## config.mk

```make
export PLATFORM = sky130hd
export DESIGN_NAME = rpn_ctrl
export DESIGN_NICKNAME = d
export VERILOG_FILES = /design/src/sv/rpn_pkg.sv /design/src/sv/rpn_ctrl.sv
export SDC_FILE = /design/constraint.sdc
export NUM_CORES = 1
export LEC_CHECK = 0
export BUFFER_PORTS_ARGS = -buffer_cell sky130_fd_sc_hd__buf_2
export CAP_MARGIN = 10
export CORE_AREA = 2 2 39 41
export DETAILED_ROUTE_END_ITERATION = 16
export DIE_AREA = 0 0 41 43
export GPL_TIMING_DRIVEN = 0
export SYNTH_ARGS = -nofsm -noshare
export SYNTH_HDL_FRONTEND = slang
export SYNTH_SLANG_ARGS = --single-unit
```

## constraint.sdc

```tcl
create_clock -name clk -period 2.8 [get_ports clk]
set_input_delay 0 -clock clk [delete_from_list [all_inputs] [get_ports clk]]
set_output_delay 0 -clock clk [all_outputs]
set_load 0.05 [all_outputs]
```

## src/sv/rpn_pkg.sv

```systemverilog
// Package: shared constants and types for the RPN stack evaluator.
`default_nettype none
package rpn_pkg;
	localparam int unsigned StackDepth = 32;
	localparam int unsigned PtrW = $clog2(StackDepth + 1);
	localparam int unsigned AddrW = $clog2(StackDepth);

	localparam logic [1:0] CMD_PUSH  = 2'd0;
	localparam logic [1:0] CMD_BIN   = 2'd1;
	localparam logic [1:0] CMD_UN    = 2'd2;
	localparam logic [1:0] CMD_CLEAR = 2'd3;

	localparam logic [3:0] OP_SUB = 4'd0;
	localparam logic [3:0] OP_MUL = 4'd1;
	localparam logic [3:0] OP_ADD = 4'd2;
	localparam logic [3:0] OP_DIV = 4'd3;
	localparam logic [3:0] OP_XOR = 4'd4;
	localparam logic [3:0] OP_AND = 4'd5;
	localparam logic [3:0] OP_OR  = 4'd6;
	localparam logic [3:0] OP_MOD = 4'd7;
	localparam logic [3:0] OP_POW = 4'd8;
	localparam logic [3:0] OP_SHL = 4'd9;
	localparam logic [3:0] OP_SHR = 4'd10;
	localparam logic [3:0] UOP_NEG = 4'd0;
	localparam logic [3:0] UOP_NOT = 4'd1;

	localparam logic [2:0] ST_OK       = 3'd0;
	localparam logic [2:0] ST_DIVZERO  = 3'd1;
	localparam logic [2:0] ST_OVERFLOW = 3'd2;
	localparam logic [2:0] ST_MISSING  = 3'd3;
	localparam logic [2:0] ST_FULL     = 3'd4;

	// controller -> datapath
	typedef struct packed {
		logic       latch_in;   // capture command fields
		logic       rd_top;     // read entry sp-1
		logic       rd_next;    // read entry sp-2
		logic       load_b;     // latch read data into b
		logic       load_a;     // latch read data into a
		logic       exec_start; // start binary op
		logic       exec_step;  // iterate multicycle unit
		logic       wr_push;    // write value at sp
		logic       wr_res;     // write result at sp-2
		logic       wr_un;      // write unary result at sp-1
		logic       rd_final;   // read new top
		logic       set_out;    // output strobe
	} ctl_t;

	// datapath -> controller
	typedef struct packed {
		logic [1:0] command;
		logic       iter_done;
		logic [PtrW-1:0] sp;
	} sts_t;
endpackage
`default_nettype wire

```

## src/sv/rpn_ctrl.sv

```systemverilog
// Controller: sequences each command through the datapath.
`default_nettype none
module rpn_ctrl (
	input  wire logic           clk,
	input  wire logic           arst_n,
	input  wire logic           start,
	output logic                busy,
	input  wire rpn_pkg::sts_t  sts,
	output rpn_pkg::ctl_t       ctl
);
	localparam logic [3:0] S_IDLE  = 4'd0;
	localparam logic [3:0] S_DISP  = 4'd1;
	localparam logic [3:0] S_RDB   = 4'd2;
	localparam logic [3:0] S_RDA   = 4'd3;
	localparam logic [3:0] S_LDA   = 4'd4;
	localparam logic [3:0] S_EXEC  = 4'd5;
	localparam logic [3:0] S_ITER  = 4'd6;
	localparam logic [3:0] S_WR    = 4'd7;
	localparam logic [3:0] S_UNLD  = 4'd8;
	localparam logic [3:0] S_UNWR  = 4'd9;
	localparam logic [3:0] S_FIN   = 4'd10;
	localparam logic [3:0] S_OUT   = 4'd11;
	localparam logic [3:0] S_PUSH  = 4'd12;

	logic [3:0] state_q, state_n;
	logic [rpn_pkg::PtrW-1:0] depth_ok;
	assign depth_ok = sts.sp;

	always_ff @(posedge clk or negedge arst_n) begin
		if (!arst_n) begin
			state_q <= S_IDLE;
		end else begin
			state_q <= state_n;
		end
	end

	assign busy = (state_q != S_IDLE);

	always_comb begin
		ctl = '0;
		state_n = state_q;
		unique case (state_q)
			S_IDLE: begin
				if (start) begin
					ctl.latch_in = 1'b1;
					state_n = S_DISP;
				end
			end
			S_DISP: begin
				unique case (sts.command)
					rpn_pkg::CMD_PUSH:  state_n = S_PUSH;
					rpn_pkg::CMD_BIN:   state_n = (depth_ok >= rpn_pkg::PtrW'(2)) ? S_RDB : S_FIN;
					rpn_pkg::CMD_UN:    state_n = (depth_ok != '0) ? S_RDB : S_FIN;
					default:            state_n = S_FIN;
				endcase
				ctl.rd_top = 1'b1;
			end
			S_PUSH: begin
				if (depth_ok < rpn_pkg::PtrW'(rpn_pkg::StackDepth)) ctl.wr_push = 1'b1;
				state_n = S_FIN;
			end
			S_RDB: begin
				ctl.load_b = 1'b1;
				ctl.rd_next = 1'b1;
				state_n = (sts.command == rpn_pkg::CMD_UN) ? S_UNWR : S_LDA;
			end
			S_LDA: begin
				ctl.load_a = 1'b1;
				state_n = S_EXEC;
			end
			S_EXEC: begin
				ctl.exec_start = 1'b1;
				state_n = S_ITER;
			end
			S_ITER: begin
				ctl.exec_step = 1'b1;
				if (sts.iter_done) state_n = S_WR;
			end
			S_WR: begin
				// write the result, or drop both operands on error
				ctl.wr_res = 1'b1;
				state_n = S_FIN;
			end
			S_UNWR: begin
				ctl.wr_un = 1'b1;
				state_n = S_FIN;
			end
			S_FIN: begin
				ctl.rd_final = 1'b1;
				state_n = S_OUT;
			end
			S_OUT: begin
				ctl.set_out = 1'b1;
				state_n = S_IDLE;
			end
			default: state_n = S_IDLE;
		endcase
	end
endmodule
`default_nettype wire

```

## Word level (Yosys, flattened, before mapping)

Index checks and enable logic that the tools add are counted.

- Input bits: 12
- Logic and storage cells: 43
- Bits in registers: 4

- Magnitude comparators: 2
- Equal/unequal tests: 14
- Reductions and logical operators: 6
- Muxes and demuxes: 20

Operators with widths:

| operator | number |
|---|---|
| $pmux W4 S8 | 1 |
| $mux W4 | 5 |
| $eq A4 B3 Y1 const B | 4 |
| $eq A4 B4 Y1 const B | 4 |
| $mux W1 | 12 |
| $pmux W4 S3 | 1 |
| $ge A6 B2 Y1 const B | 1 |
| $lt A6 B6 Y1 const B | 1 |
| $reduce_bool A6 Y1 | 1 |
| $eq A4 B1 Y1 const B | 1 |
| $eq A4 B2 Y1 const B | 1 |
| $logic_not A4 Y1 | 1 |
| $ne A2 B2 Y1 const B | 2 |
| $reduce_bool A4 Y1 | 1 |
| $reduce_or A3 Y1 | 1 |
| $eq A2 B1 Y1 const B | 1 |
| $eq A2 B2 Y1 const B | 1 |
| $logic_not A2 Y1 | 1 |
| $mux W2 | 1 |
| $reduce_and A2 Y1 | 1 |

## Longest topological paths before layout

Gate-level depths: netlist of run 1.

- Word-level depth: 4
- Mapped depth: 5
- Gate-level depth less buffers: 4

## Worst setup path after synthesis of run 1

No wires, ideal clock.

- Kind: register to output
- Start point: reg state_q[0]
- End point: out ctl[9] in the netlist's numbering
- Slack: 577 ps
- Stages on the path, launching flop included: 5
- Arrival time: 2223 ps
- Path buffers: 2
- Data required time: 2800 ps
- Path through: dfrtp_1 -> buf_6 -> or2b_4 -> nor3_1 -> buf_4

RTL lines:

| what | RTL line | text |
|---|---|---|
| start, declared | rpn_ctrl.sv:25 | `logic [3:0] state_q, state_n;` |
| start signal, assigned | rpn_ctrl.sv:33 | `state_q <= state_n;` |
| end, declared | rpn_ctrl.sv:9 | `output rpn_pkg::ctl_t ctl` |

==> key figures, run 1 <==
GRT
  • Overall global routing resource usage: 13.12%
  • Largest net degree at the start of global routing: 11
  • First-pass GRT wire length: 1.511 mm
  • Grt total ovfl: 0
  • Vias in the first global route: 359
  • Initial antenna violation count: 0

Synth
  • Register area share after synthesis: between 20% and 30%
  • Post-synth net total: 70
  • Syn Inst Count: 58
  • #FFs+latches synth: 4
  • Number of synthesized flops with an enable pin: 0
  • Ys async rst share: 100.0%
  • Top_reg_cell synth: dfrtp_1
  • Synth warn: 0
  • Syn Std Cell Area: 414.1 µm²
  • Synth unique cells: 24
  • Avg Inst Size Synth: a little over 7 µm²

Timing
  • Final setup violating endpoints: 0
  • Final period utilization: 56.86%
  • Worst Tran Pin Value: 0.2278 ns
  • Highest clock rate: 628.1 MHz
  • Count of pins over their slew limit: 0
  • Shortest period the worst path allows: between 1.5 and 2 ns
  • Layout Skew: between 0.005 and 0.006 ns
  • Hold_ws: roughly 0.09 ns
  • Setup TNS: 0 ns
  • Max-slew headroom: between 80% and 90%
  • Final Hold Fails: 0
  • Unrepaired setup endpoints after global routing: no

Drt
  • Total wire length: 987 µm
  • Initial detailed-routing violation count: 14
  • Routed vias/inst: 4.804
  • Initial DRT Pass Iterations: 4
  • Top Metal Used: met4
  • Wire per inst: roughly 9.7 µm
  • Vias: 490
  • WL met2: 447 µm
  • WL met1: 438 µm
  • Antenna-violating nets left: 0
  • Drt drc: 0
  • Met3 wire length: 78 µm

Cells and area
  • Max reg flops: 4
  • Commonest cells after routing, fill and taps aside: 24 x buf_2, 12 x nor2_1, 7 x a21oi_1
  • Finished Layout Cells: between 100 and 150
  • Share of cells above drive strength 1: 40.70%
  • # diodes: 0
  • Commonest non-fill, non-tap cell in the layout: buf_2
  • Largest registers: state_q x4
  • Fin nets: 100
  • Most flops, register: state_q
  • Filler cell count: 155
  • Layout area overhead: 41.69%

Critical path
  • Largest fanout on the critical path: 9
  • Slowest stage cell, crit path: dfrtp_1
  • Max stage delay on crit path: 0.36 ns
  • CP Class: flip-flop to output port
  • Crit-path cells: buf_6 > or2b_4 > nor3_1 > buf_4 > buf_2
  • Critical Path RT: 2.80 ns
  • WP data arrival: about 1.6 ns
  • CP Launch Type: flip-flop
  • CP endpoint kind: output port
  • CP delay by family, top: buffers and inverters
  • Worst path bufs/invs: 3

CTS
  • Worst-path clk slew: ~0.040 ns
  • TritonCTS clock tree: built
  • Clk_lat worst skew: 0.24 ns
  • Number of H-tree levels: 1
  • Inserted Clock Buffers: 3
  • Root Driver: clkbuf_4
  • Hold-fix buffers, CTS: 1
  • Post_cts resized: 0
  • CTS Sinks: 4
  • Setup Fix Bufs, Post-CTS: 0
  • Max clock buf depth: 2

Floorplanning
  • Die Wd: between 40 and 50 µm
  • I/O pins: 25
  • Row Count: 14
  • Starting density of the core: 29.93%
  • Die height: 43 µm
  • Core Box Area: 1384 µm²
  • Die footprint: 1763 µm²

Flow run
  • Max-cap viol count: 0

Placement
  • Port buffer count: 24
  • Dpl hpwl: 777.1 µm
  • Placed insts: 98
  • Final RePlAce weighted congestion: 0.8311

Hold path
  • Worst min-delay path class: input pin to asynchronous set/reset pin

Status
  • Outcome: completed

Power and ir drop
  • Pwr per Cell Area: 1282 nW/µm²
  • Net Sw Power: 419.9 µW
  • Clock network power share: 9.7%
  • Register share of total power: 14.3%
  • Combinational share of power: between 70% and 80%
  • Net Sw Frac: 55.81%
  • Peak supply drop: 360.4 µV
  • Int Pwr: 332.4 µW
  • P_leak: 0.3282 nW
## final timing paths
kind,from,endpoint,slack (ns),depth (start not counted)
hold / removal,arst_n,state_q[2],0.09,2
setup reg to reg,state_q[1],state_q[3],1.60,4
min in group clk,sts[6],state_q[0],0.14,5
hold reg to reg,state_q[0],state_q[0],0.56,2
max in group asynchronous,arst_n,state_q[1],2.59,2
setup / recovery,state_q[0],ctl[9],1.21,5
## per-layer routing
metal  track usage [%]  vias to the layer above
met5                 0                        -
met4             10.00                        0
met3             3.141                        2
met2             16.25                       26
met1             18.63                      210
li1                  -                      252
## stage by stage
stage	power (mW)	utilization, %	setup WS (ns)	area [µm²]
5_1_grt	0.8037	42.41	1.150	586.8
6_report	0.7524	42.41	1.208	586.8
2_1_floorplan	0.5727	-	0.5769	414.1
3_5_place_dp	0.6801	40.05	1.451	554.3
3_3_place_gp	0.6810	40.05	1.459	554.3
4_1_cts	0.7550	42.41	1.190	586.8
## cells by family after synthesis
| family | after synthesis | synth area share [%] |
|---|---|---|
| xor+xnor | 1 | 2.115 |
| simple gates | 29 | 37.16 |
| flops | 4 | 24.17 |
| compound gates | 16 | 22.96 |
| buf+inv | 8 | 13.59 |
## cell type report
class                           instances  area, µm²  share of cell area [%]
Multi-Input combinational cell         46      257.7                   43.92
Timing Repair Buffer                   25      130.1                   22.17
Sequential cell                         4      100.1                   17.06
Clock buffer                            3      22.52                   3.838
Buffer                                  5      45.04                   7.676
Tap cell                               16      20.02                   3.412
Inverter                                3      11.26                   1.919
## Yosys cell counts (2+ instances only)
cell       n  area, µm²
nor3_1     2      10.01
inv_1      3      11.26
a211oi_1   2      15.01
buf_6      2      22.52
buf_4      3      22.52
dfrtp_1    4      100.1
o21ai_0    3      15.01
nand2_1    4      15.01
nor2_1    12      45.04
nand2b_1   3      18.77
a21oi_1    7      35.03
## worst register-to-register path: stages, from the launching register on
cell and delay, ns:
dfrtp_1 0.37, buf_6 0.14, nand2b_4 0.15, or3_1 0.34, o22ai_1 0.12
## power groups by stage
stage | Clock, mW | Combinational [mW] | Sequential, mW
finish | 0.0729 | 0.572 | 0.108
global route | 0.0781 | 0.614 | 0.112
CTS | 0.0738 | 0.573 | 0.108
detailed placement | 0 | 0.571 | 0.109
global placement | 0 | 0.573 | 0.108
floorplan | 0 | 0.469 | 0.104
Power figures use the tool's default switching activity.
==> run 2: changes to the inputs <==
==> constraint.sdc (replaced) <==
create_clock -name clk -period 1.3 [get_ports clk]
set_input_delay 0 -clock clk [delete_from_list [all_inputs] [get_ports clk]]
set_output_delay 0 -clock clk [all_outputs]
set_load 0.05 [all_outputs]
==> run 2 against run 1 <==
  * The flow now finishes with violations (negative setup slack)
  * Clock skew shrank 0.0017 ns
  * Largest power group unchanged
  * Global-route usage grew 3.1 points
  * Largest cell class unchanged
  * Cell area grew 46%
  * Sequential share of layout area shrank 5.1 points
  * Sequential power grew to 2.5 times the previous value
  * Via count grew 11%
==> key figures, run 2 (same netlist as run 1, synthesis figures left out) <==
Critical path
  • Register-to-Register Setup Slack: -0.05 ns
  • CP Launch Type: flip-flop
  • WP data arrival: 1.44 ns
  • Largest fanout on the critical path: 4
  • CP Class: flip-flop to output port
  • Slowest stage cell, crit path: dfrtp_1
  • Critical Path RT: 1.30 ns
  • Max stage delay on crit path: roughly 0.37 ns
  • CP endpoint kind: output port
  • Reg2reg end: state_q[3]
  • Crit-path cells: buf_6 > nand2b_4 > or3_4 > inv_2 > buf_8
  • Worst r2r path cells: 6
  • FF-to-FF Start: state_q[0]

GRT
  • Grt total ovfl: 0
  • Largest net degree at the start of global routing: 11
  • Initial antenna violation count: 0
  • Overall global routing resource usage: between 15 and 20%
  • Vias in the first global route: 464
  • First-pass GRT wire length: 1.987 mm

Timing
  • Shortest period the worst path allows: about 1.4 ns
  • Layout Skew: 0.004050 ns
  • Final Hold Fails: 0
  • Max-slew headroom: 79.47%
  • Highest clock rate: 693.7 MHz
  • Worst Tran Pin Value: 0.3079 ns
  • Final period utilization: 110.9%
  • Count of pins over their slew limit: 0
  • Setup TNS: -0.5721 ns
  • Worst Slack Setup Final: -0.1414 ns
  • Final setup violating endpoints: 10
  • Unrepaired setup endpoints after global routing: yes

Floorplanning
  • Core Box Area: 1384 µm²
  • Row Count: 14
  • I/O pins: 25
  • Die footprint: 1763 µm²
  • Starting density of the core: 29.93%
  • Die height: between 40 and 50 µm
  • Die Wd: approximately 41 µm

Power and ir drop
  • Peak supply drop: approximately 1100 µV
  • Total power: roughly 2.4 mW
  • P_leak: roughly 0.4 nW
  • Pwr per Cell Area: 2778 nW/µm²

Hold path
  • Worst min-delay path class: input pin to asynchronous set/reset pin

Cells and area
  • Largest registers: state_q x4
  • Fin util: 62.12%
  • Share of cells above drive strength 1: between 60% and 70%
  • Most flops, register: state_q
  • Commonest cells after routing, fill and taps aside: 12 x buf_6, 12 x buf_2, 11 x buf_4
  • Reg area: 102.6 µm²
  • Finished Layout Cells: 112
  • Fin nets: 110
  • Max reg flops: 4
  • Filler cell count: between 100 and 150
  • Design area: about 860 µm²
  • # diodes: 0
  • Layout area overhead: 107.6%
  • Multi-input logic area: 355.3 µm²

CTS
  • Inserted Clock Buffers: 3
  • TritonCTS clock tree: built
  • Worst-path clk slew: about 0.040 ns
  • Root Driver: clkbuf_4
  • Clk_lat worst skew: 0.24 ns
  • CTS Sinks: 4
  • Max clock buf depth: 2
  • Number of H-tree levels: 1

Drt
  • Routed vias/inst: 4.875
  • Total wire length: 1.429 mm
  • Wire per inst: 12.76 µm
  • Drt drc: 0
  • Initial detailed-routing violation count: 6
  • Vias: 546
  • Antenna-violating nets left: 0
  • Initial DRT Pass Iterations: 4

Flow run
  • Max-cap viol count: 0

Placement
  • Final RePlAce weighted congestion: about 0.8
  • Placed insts: a little under 100
  • Port buffer count: 24
  • Placement Cell Area: about 580 µm²
  • Dpl hpwl: about 810 µm

Status
  • Failing checks: negative setup slack
  • Outcome: finished, violations left
## run 2: per-layer routing
metal,track usage [%],vias to the layer above,part of all wire [%]
met5,0,-,0
met4,4.000,0,0
met3,4.712,0,4.8
met2,24.06,18,55
met1,22.55,255,41
li1,-,273,-
## run 2: worst max-delay path, delay by kind of cell, from the launching register on
kind | cells | cell delay (ns)
buffers and inverters | 3 | 0.33
AND/OR/NAND/NOR | 2 | 0.49
flip-flops | 1 | 0.37
## run 2: cell type report
class | count | share of cell area [%]
inverter | 3 | 1.310
multi-input combinational | 46 | 41.34
sequential | 4 | 11.94
clock buffer | 3 | 2.620
buffer | 4 | 4.803
tap | 16 | 2.329
timing repair buffer | 36 | 35.66
## run 2: worst max-delay path by stage
| stage | startpoint | end | slack, ns | cells after the start |
|---|---|---|---|---|
| after floorplan | state_q[0] | ctl[9] | -0.19 | 4 |
| after global placement | state_q[1] | ctl[10] | -0.005 | 5 |
| after detailed placement | state_q[1] | ctl[10] | -0.006 | 5 |
| after CTS | state_q[1] | ctl[10] | -0.14 | 5 |
| after global routing | state_q[1] | ctl[10] | -0.20 | 5 |
| final | state_q[1] | ctl[10] | -0.14 | 5 |
## run 2: timing repair
item,CTS,global route
buffers inserted,4,7
gates resized for setup,28,25
hold buffers,1,0
pin swaps,4,5
hold endpoints to repair,4,0
setup endpoints to repair,9,15
## run 2: report_power, final
group / total, mW / internal, mW / leakage [nW] / switching (mW)
Clock: 0.153 / 0.103 / 0.0138 / 0.0497
Combinational: 1.96 / 0.881 / 0.344 / 1.08
Sequential: 0.272 / 0.193 / 0.0471 / 0.0790
## run 2: per-stage QoR
step	setup slack, ns	hold slack [ns]
floorplan	-0.1885	-0.2956
global placement	-0.004543	-0.1946
detailed placement	-0.005545	-0.1923
CTS	-0.1400	0.08935
global route	-0.2021	0.1108
finish	-0.1414	0.09800
